### src/rtl/rba_pkg.sv
// Shared constants, status codes and result types for the ring byte allocator.
package rba_pkg;

  localparam int RING_BYTES = 4096;
  localparam int ALIGN      = 8;
  localparam int FIELD_W    = 13;
  localparam int PTR_W      = $clog2(RING_BYTES + 1);
  localparam int ALIGN_W    = $clog2(ALIGN);
  localparam int STRIDE_W   = FIELD_W + 1;

  typedef enum logic [1:0] {
    ST_OK             = 2'd0,
    ST_NO_SPACE       = 2'd1,
    ST_NOT_RING_START = 2'd2,
    ST_NOT_FREE_END   = 2'd3
  } status_t;

  typedef struct packed {
    logic [PTR_W-1:0] free_start;
    logic [PTR_W-1:0] free_limit;
  } rba_ptrs_t;

  typedef struct packed {
    status_t            status;
    logic [FIELD_W-1:0] grant_begin;
    logic [FIELD_W-1:0] grant_end;
    logic [FIELD_W-1:0] granted_bytes;
    logic [FIELD_W-1:0] free_bytes;
  } rba_result_t;

endpackage

### src/rtl/rba_step.sv
// Combinational allocate/release step: next free pointers and the result item.
module rba_step import rba_pkg::*; (
  input  logic               mode,
  input  logic [FIELD_W-1:0] request_bytes,
  input  logic [FIELD_W-1:0] block_begin,
  input  logic [FIELD_W-1:0] block_end,
  input  rba_ptrs_t          ptrs,
  output rba_ptrs_t          ptrs_nxt,
  output rba_result_t        result
);

  localparam logic [PTR_W-1:0]    RING_P    = PTR_W'(RING_BYTES);
  localparam logic [STRIDE_W-1:0] ALIGN_M1  = STRIDE_W'(ALIGN - 1);
  localparam logic [STRIDE_W:0]   RING_E    = (STRIDE_W + 1)'(RING_BYTES);

  function automatic logic [PTR_W-1:0] fcount(input logic [PTR_W-1:0] s,
                                              input logic [PTR_W-1:0] l);
    if (s <= l) begin
      return l - s;
    end
    return RING_P - (s - l);
  endfunction

  logic [STRIDE_W-1:0] round_sum;
  logic [STRIDE_W-1:0] stride;
  logic [PTR_W-1:0]    cnt_cur;
  logic [PTR_W-1:0]    s0;
  logic [PTR_W-1:0]    room;
  logic [PTR_W-1:0]    take;
  logic [PTR_W-1:0]    g_end;
  logic [PTR_W-1:0]    g_bytes;
  logic [PTR_W-1:0]    rel_end_sat;
  status_t             status;

  assign round_sum = {1'b0, request_bytes} + ALIGN_M1;
  assign stride    = (round_sum >> ALIGN_W) << ALIGN_W;
  assign cnt_cur   = fcount(ptrs.free_start, ptrs.free_limit);
  assign s0        = (ptrs.free_start == RING_P) ? '0 : ptrs.free_start;
  assign room      = RING_P - s0;
  assign rel_end_sat = ((STRIDE_W + 1)'(block_end) > RING_E) ? RING_P : PTR_W'(block_end);

  always_comb begin
    status   = ST_OK;
    ptrs_nxt = ptrs;
    take     = '0;
    g_end    = '0;
    g_bytes  = '0;
    result.grant_begin   = '0;
    result.grant_end     = '0;
    result.granted_bytes = '0;
    if (!mode) begin
      if (stride > STRIDE_W'(cnt_cur)) begin
        status = ST_NO_SPACE;
      end else if (stride != '0) begin
        if (s0 < ptrs.free_limit) begin
          g_end   = s0 + PTR_W'(stride);
          g_bytes = PTR_W'(request_bytes);
          ptrs_nxt.free_start = g_end;
        end else begin
          take    = (STRIDE_W'(room) > stride) ? PTR_W'(stride) : room;
          g_end   = s0 + take;
          g_bytes = (STRIDE_W'(take) < STRIDE_W'(request_bytes)) ? take
                                                                 : PTR_W'(request_bytes);
          ptrs_nxt.free_start = (g_end >= RING_P) ? '0 : g_end;
        end
        result.grant_begin   = FIELD_W'(s0);
        result.grant_end     = FIELD_W'(g_end);
        result.granted_bytes = FIELD_W'(g_bytes);
      end
    end else begin
      if (ptrs.free_limit == RING_P) begin
        if (block_begin != '0) begin
          status = ST_NOT_RING_START;
        end
      end else if ((STRIDE_W + 1)'(block_begin) != (STRIDE_W + 1)'(ptrs.free_limit)) begin
        status = ST_NOT_FREE_END;
      end
      if (status == ST_OK) begin
        ptrs_nxt.free_limit = rel_end_sat;
      end
    end
    result.status     = status;
    result.free_bytes = FIELD_W'(fcount(ptrs_nxt.free_start, ptrs_nxt.free_limit));
  end

endmodule

### src/rtl/ring_byte_allocator.sv
// Ring byte allocator top: input register, step logic, free pointers, result register.
// Path: input register, step logic, result register; free pointers update as an item
// leaves the input register. Throughput: one item per cycle unless the output is stalled.
// Reset: free start to 0, free limit to the ring size, both stages empty; no clearing pass.
module ring_byte_allocator import rba_pkg::*; (
  input  logic               clk,
  input  logic               rst_n,
  input  logic               in_valid,
  output logic               in_stall,
  input  logic               in_mode,
  input  logic [FIELD_W-1:0] in_request_bytes,
  input  logic [FIELD_W-1:0] in_block_begin,
  input  logic [FIELD_W-1:0] in_block_end,
  output logic               out_valid,
  input  logic               out_stall,
  output logic [1:0]         out_status,
  output logic [FIELD_W-1:0] out_grant_begin,
  output logic [FIELD_W-1:0] out_grant_end,
  output logic [FIELD_W-1:0] out_granted_bytes,
  output logic [FIELD_W-1:0] out_free_bytes
);

  logic               s1_valid_r;
  logic               s1_valid_nxt;
  logic               s1_mode_r;
  logic [FIELD_W-1:0] s1_req_r;
  logic [FIELD_W-1:0] s1_begin_r;
  logic [FIELD_W-1:0] s1_end_r;
  logic               s1_adv;
  logic               out_valid_r;
  logic               out_valid_nxt;
  rba_result_t        out_res_r;
  rba_result_t        step_res;
  rba_ptrs_t          ptrs_r;
  rba_ptrs_t          ptrs_nxt;

  rba_step u_step (
    .mode          (s1_mode_r),
    .request_bytes (s1_req_r),
    .block_begin   (s1_begin_r),
    .block_end     (s1_end_r),
    .ptrs          (ptrs_r),
    .ptrs_nxt      (ptrs_nxt),
    .result        (step_res)
  );

  assign s1_adv        = !out_valid_r || !out_stall;
  assign in_stall      = s1_valid_r && !s1_adv;
  assign s1_valid_nxt  = in_stall ? s1_valid_r : in_valid;
  assign out_valid_nxt = s1_adv ? s1_valid_r : out_valid_r;

  always_ff @(posedge clk) begin
    if (!rst_n) begin
      s1_valid_r         <= 1'b0;
      out_valid_r        <= 1'b0;
      ptrs_r.free_start  <= '0;
      ptrs_r.free_limit  <= PTR_W'(RING_BYTES);
    end else begin
      s1_valid_r  <= s1_valid_nxt;
      out_valid_r <= out_valid_nxt;
      if (s1_valid_r && s1_adv) begin
        ptrs_r <= ptrs_nxt;
      end
    end
  end

  always_ff @(posedge clk) begin
    if (in_valid && !in_stall) begin
      s1_mode_r  <= in_mode;
      s1_req_r   <= in_request_bytes;
      s1_begin_r <= in_block_begin;
      s1_end_r   <= in_block_end;
    end
    if (s1_valid_r && s1_adv) begin
      out_res_r <= step_res;
    end
  end

  assign out_valid         = out_valid_r;
  assign out_status        = out_res_r.status;
  assign out_grant_begin   = out_res_r.grant_begin;
  assign out_grant_end     = out_res_r.grant_end;
  assign out_granted_bytes = out_res_r.granted_bytes;
  assign out_free_bytes    = out_res_r.free_bytes;

  a_ptrs_in_ring: assert property (@(posedge clk) disable iff (!rst_n)
    (ptrs_r.free_start <= PTR_W'(RING_BYTES)) && (ptrs_r.free_limit <= PTR_W'(RING_BYTES)))
    else $error("free pointer beyond ring end");

  a_ptrs_hold: assert property (@(posedge clk) disable iff (!rst_n)
    !(s1_valid_r && s1_adv) |=> $stable(ptrs_r))
    else $error("free pointers moved without an item");

  a_refuse_no_grant: assert property (@(posedge clk) disable iff (!rst_n)
    out_valid_r && (out_res_r.status != ST_OK) |->
      (out_res_r.grant_end == '0) && (out_res_r.granted_bytes == '0))
    else $error("grant reported on a refused item");

  a_grant_in_ring: assert property (@(posedge clk) disable iff (!rst_n)
    out_valid_r |-> (PTR_W'(out_res_r.grant_end) <= PTR_W'(RING_BYTES)) &&
                    (out_res_r.grant_begin <= out_res_r.grant_end))
    else $error("grant outside ring");

  a_free_in_ring: assert property (@(posedge clk) disable iff (!rst_n)
    out_valid_r |-> PTR_W'(out_res_r.free_bytes) <= PTR_W'(RING_BYTES))
    else $error("free byte count exceeds ring");

endmodule
### config.mk
export PLATFORM = sky130hd
export DESIGN_NAME = ring_byte_allocator
export DESIGN_NICKNAME = d
export VERILOG_FILES = /design/src/rtl/rba_pkg.sv /design/src/rtl/rba_step.sv /design/src/rtl/ring_byte_allocator.sv
export SDC_FILE = /design/constraint.sdc
export NUM_CORES = 1
export LEC_CHECK = 0
export ABC_AREA = 1
export BUFFER_PORTS_ARGS = -buffer_cell sky130_fd_sc_hd__buf_4
export CORE_UTILIZATION = 40
export CTS_CLUSTER_DIAMETER = 40
export CTS_CLUSTER_SIZE = 14
export DETAILED_ROUTE_END_ITERATION = 10
export SLEW_MARGIN = 10
export SYNTH_ARGS = -nofsm -noshare
export SYNTH_HDL_FRONTEND = slang
export SYNTH_SLANG_ARGS = --single-unit
### constraint.sdc
create_clock -name clk -period 7.35 [get_ports clk]
set_input_delay 0.735 -clock clk [delete_from_list [all_inputs] [get_ports clk]]
set_output_delay 0.735 -clock clk [all_outputs]
set_load 0.05 [all_outputs]
# Word-level counts from Yosys, hierarchy flattened
# Cells that the tools add are included.
# totals
regBits,122
out_inout_bits,56
elab_cells,72
input_bits,44
# op_classes
n_lt_le_gt_ge,8
n_mux,25
reduce_logical,12
bitwise_logic,1
n_addsub,10
eq_ne,3
# ops
cell,n
$mux 13,17
$sub 13x13->13,4
$sub 13x13->13 const A,3
$add 13x13->13,2
$eq 13x13->1 const B,2
$le 13x13->1,2
$lt 13x13->1,2
$add 13x3->14 const B,1
$gt 13x14->1,1
$gt 14x13->1,1
$reduce_bool 14->1,1
$ge 13x13->1 const B,1
$gt 13x13->1 const B,1
$ne 13x13->1,1
$reduce_bool 13->1,1
$mux 2,5
$logic_not 1->1,4
$logic_and 1x1->1,3
$mux 1,3
$reduce_or 3->1,1
$logic_not 2->1,1
$logic_or 1x1->1,1
$not 1->1,1

# Longest topological paths before layout
# depth
word_depth,15
mapped_depth,57
depth_no_buf,57

# Hierarchy
# From an unflattened synthesis, not the netlist that was laid out.
# unflattened
hier_cells,1416
area_unflattened_um2,11008.1
# by_module_without_submodules
module,area_per_inst_um2,seq_area_each_um2,n_inst,cells_each
rba_step,6857.8,0.0,1,1141
ring_byte_allocator,4150.2,3383.2,1,275

# Worst setup path after synthesis
# OpenSTA, ideal clock, no wires.
# synth_path
kind,reg-to-reg
from,register ptrs_r[14] (netlist name)
to,register out_res_r (netlist bit out_free_bytes[12]) (data pin)
stages_incl_launch_ff,49
n_path_buf,1
period_less_slack_ps,7210
setup_slack_ps,140
setup_time_ps,260
t_arrival_ps,6950
required_ps,7090
path_cell_list,dfxtp_1 > inv_1 > ha_1 > inv_1 > nor2_2 > nand2_2 > nor3_4 > nand2_2 > nor3_2 > nor2_1 > inv_2 > nand3_1 > nor2_1 > nand4_2 > nor2_2 > nand4_1 > nand2_1 > inv_1 > [13 not listed] > nand3_4 > a22oi_1 > ha_1 > inv_1 > fa_1 > inv_1 > a21oi_1 > and2_1 > inv_1 > a21oi_1 > nor2_1 > o21ai_0 > nand2_1 > a21oi_1 > nor2_1 > nor2_1 > xnor2_1 > mux2_2
# synth_rtl
item,line_no,text
from (decl),ring_byte_allocator.sv:34,rba_ptrs_t ptrs_r;
from (signal assigned),ring_byte_allocator.sv:62,ptrs_r <= ptrs_nxt;
to (signal assigned),ring_byte_allocator.sv:75,out_res_r <= step_res;
to (decl),ring_byte_allocator.sv:32,rba_result_t out_res_r;

==> impl_metrics.env <==
export IMPL_outcome="finished clean"
export IMPL_cp_max_fo=7
export IMPL_crit_buf_inv=9
export IMPL_yosys_area_share_simple=0.217
export IMPL_finalWirelength_um=32400
export IMPL_cellLeakagePower_nw=6.53
export IMPL_power_total_mw=4.15
export IMPL_critPathSlowestCell="fa_1"
export IMPL_cts_root_buf="clkbuf_16"
export IMPL_synthXorXnorAreaFrac=0.0451
export IMPL_endpoint="out_free_bytes[12]"
export IMPL_fin_skew_ns=0.0115
export IMPL_r2r_cells=49
export IMPL_worstSetupEndpointType="register"
export IMPL_hold_path_class="in2reg"
export IMPL_ios=100
export IMPL_gp_congestion=0.959
export IMPL_yosys_warnings=0
export IMPL_drt_iter0_drc=574
export IMPL_synth_ff_latch_count=122
export IMPL_synthCells=1306
export IMPL_grt_max_degree=53
export IMPL_fin_util=0.540
export IMPL_antenna_found_initial=0
export IMPL_critPathMostFrequentCell="inv_2"
export IMPL_diodes=0
export IMPL_num_vias=9661
export IMPL_drv_cap=0
export IMPL_cts_sinks=122
export IMPL_wl_per_cell_um=17.3
export IMPL_synth_area_mux_share=0.00312
export IMPL_drc=0
export IMPL_ys_seq_area_frac=0.324
export IMPL_grtUsageTotal=0.243
export IMPL_crit_path_start="ptrs_r[14]"
export IMPL_die_h_um=164
export IMPL_fmax_mhz=138
export IMPL_final_cell_mix="nand2_1 (244), buf_4 (226), inv_1 (202), ha_1 (98), edfxtp_1 (94)"
export IMPL_synth_area_um2=10400
export IMPL_path_clk_slew_ns=0.06
export IMPL_detail_route_antenna_nets=0
export IMPL_r2r_start="ptrs_r[14]"
export IMPL_crit_type="reg2reg"
export IMPL_slew_viol_final=0
export IMPL_cts_hold_buf=0
export IMPL_die_area_um2=26700
export IMPL_dp_hpwl_um=25000
export IMPL_max_stage_delay_ns=0.48
export IMPL_layout_commonest_cell="nand2_1"
export IMPL_rrSetupSlack_ns=0.11
export IMPL_yosys_area_share_adder=0.188
export IMPL_ys_types=61
export IMPL_grt_pass1_vias=9247
export IMPL_core_rowCount=58
export IMPL_cts_max_path_buffers=2
export IMPL_syn_to_final_growth_pct=31.5
export IMPL_syn_num_nets=1490
export IMPL_powerDensity_nw_per_um2=303
export IMPL_max_slew_margin=0.265
export IMPL_avgViaCountPerCell=5.16
export IMPL_overflow=0
export IMPL_tightest_slew_ns=1.10
export IMPL_tns_ns=0
export IMPL_drtPass1Iterations=5
export IMPL_synth_avg_cell_area_um2=7.99
export IMPL_cts_tree="yes"
export IMPL_start_util=0.411
export IMPL_synth_top_family_by_area="simple AND/OR/NAND/NOR gates"
export IMPL_path_delay_family="simple AND/OR/NAND/NOR gates"
export IMPL_nets=1714
export IMPL_cts_buffers=17
export IMPL_die_width_um=164
export IMPL_path_depth=49
export IMPL_io_buffers=99
export IMPL_hold_violations=0
export IMPL_grt_pass1_wl_um=48600
export IMPL_min_period_ns=7.24
export IMPL_ir_drop_mv=0.190
export IMPL_cp_arrival_ns=7.42
export IMPL_r2r_end="out_free_bytes[12]"
export IMPL_synth_compound_area_frac=0.125
export IMPL_htreeDepth=4
export IMPL_core_area_um2=25400
export IMPL_drive_gt1_frac=0.274
export IMPL_insertion_delay_ns=0.43
export IMPL_setup_viol=0
export IMPL_rsz0062_at_grt="yes"
export IMPL_post_route_period_util=0.985
export IMPL_worstSetupStartpointType="register"
export IMPL_worst_ep_required_time_ns=7.53
stage by stage:
stage	cells	setup slack [ns]	hold WS, ns	instance area [µm²]
detailed placement	1807	-0.163	0.506	12200
CTS	1840	0.0279	0.465	12900
floorplan	1306	0.140	0.457	10400
global placement	1807	0.0399	0.500	12200
finish	1873	0.107	0.474	13700
global route	1873	-0.337	0.468	13700
sequential cells by signal, summed over array words and instances, names as in the netlist:
name,flops
s1_req_r,13
ptrs_r,26
out_grant_end,13
out_status,2
out_free_bytes,13
s1_end_r,13
out_valid,1
out_grant_begin,13
s1_mode_r,1
s1_valid_r,1
out_granted_bytes,13
s1_begin_r,13
synth_stat cells, drive strengths merged:
| cell | n | area share |
|---|---|---|
| nand2 | 267 | 0.098 |
| inv | 221 | 0.079 |
| ha | 112 | 0.13 |
| nor2 | 99 | 0.039 |
| a21oi | 98 | 0.048 |
| edfxtp | 94 | 0.27 |
| o21ai | 82 | 0.040 |
| nand3 | 78 | 0.041 |
| xor2 | 37 | 0.032 |
| dfxtp | 28 | 0.054 |
| fa | 28 | 0.054 |
| clkbuf | 19 | 0.0068 |
| nand4 | 17 | 0.011 |
| buf | 15 | 0.010 |
| nor3 | 15 | 0.010 |
| xnor2 | 15 | 0.013 |
| nor4 | 12 | 0.0072 |
| a211oi | 11 | 0.0089 |
| o21bai | 8 | 0.0068 |
| a31oi | 7 | 0.0042 |
| o211ai | 7 | 0.0055 |
| or2 | 5 | 0.0030 |
| and3 | 4 | 0.0024 |
| clkinv | 3 | 0.0011 |
| nand3b | 3 | 0.0022 |
| o31ai | 3 | 0.0022 |
| a221oi | 2 | 0.0017 |
| and2 | 2 | 0.0012 |
| mux2 | 2 | 0.0022 |
| o22ai | 2 | 0.0012 |
| a21boi | 1 | 0.00072 |
| a21o | 1 | 0.00072 |
| a22oi | 1 | 0.00072 |
| a31o | 1 | 0.00084 |
| mux2i | 1 | 0.00096 |
| nor3b | 1 | 0.00072 |
| nor4b | 1 | 0.00084 |
| o221a | 1 | 0.0011 |
| o221ai | 1 | 0.00084 |
| o311a | 1 | 0.00096 |
power breakdown:
group          internal (mW)  switching (mW)
sequential             0.849          0.0362
clock                  0.510           0.340
combinational           1.01            1.41
total                   2.37            1.78
timing repair:
action                     4_1_cts  5_1_grt
setup endpoints to repair       12       12
setup buffers                    0       31
gates cloned                     1        2
gates resized for setup          7      141
pin swaps                        1       70
layout make-up:
cell class,instances,area (µm²)
timing repair buffer,238,1890
multi-input combinational,927,6600
clock buffer,19,443
sequential,122,3390
tap,330,413
inverter,224,843
fill,2363,11700
clock inverter,13,143
per-layer routing:
metal / vias up / global-route usage / share of wire
met1: 4531 / 0.297 / 0.43
met3: 84 / 0.0366 / 0.043
met5: - / 0 / 0
met2: 273 / 0.416 / 0.49
li1: 4773 / - / -
met4: 0 / 0.119 / 0.042
logic make-up (layout without fill, tap and decap cells):
group	after synthesis	after routing
buffers and inverters	258	494
xor gates and xnor gates	52	52
muxes	3	3
AOI/OAI and AO/OA	227	227
DFF	122	122
and+or+nand+nor	504	505
adders and majority gates	140	140
worst min-delay path by stage:
stage                                   from        endpoint  slack [ns]  cells after the start
after detailed placement           out_valid       out_valid        0.51                      2
after global placement             out_valid       out_valid        0.50                      2
after global routing       in_block_begin[3]   s1_begin_r[3]        0.47                      1
final                      in_block_begin[8]   s1_begin_r[8]        0.47                      1
after floorplan                   s1_valid_r       out_valid        0.46                      2
after CTS                 in_block_begin[11]  s1_begin_r[11]        0.47                      1
Note: power is estimated with default switching activity, not from simulation.
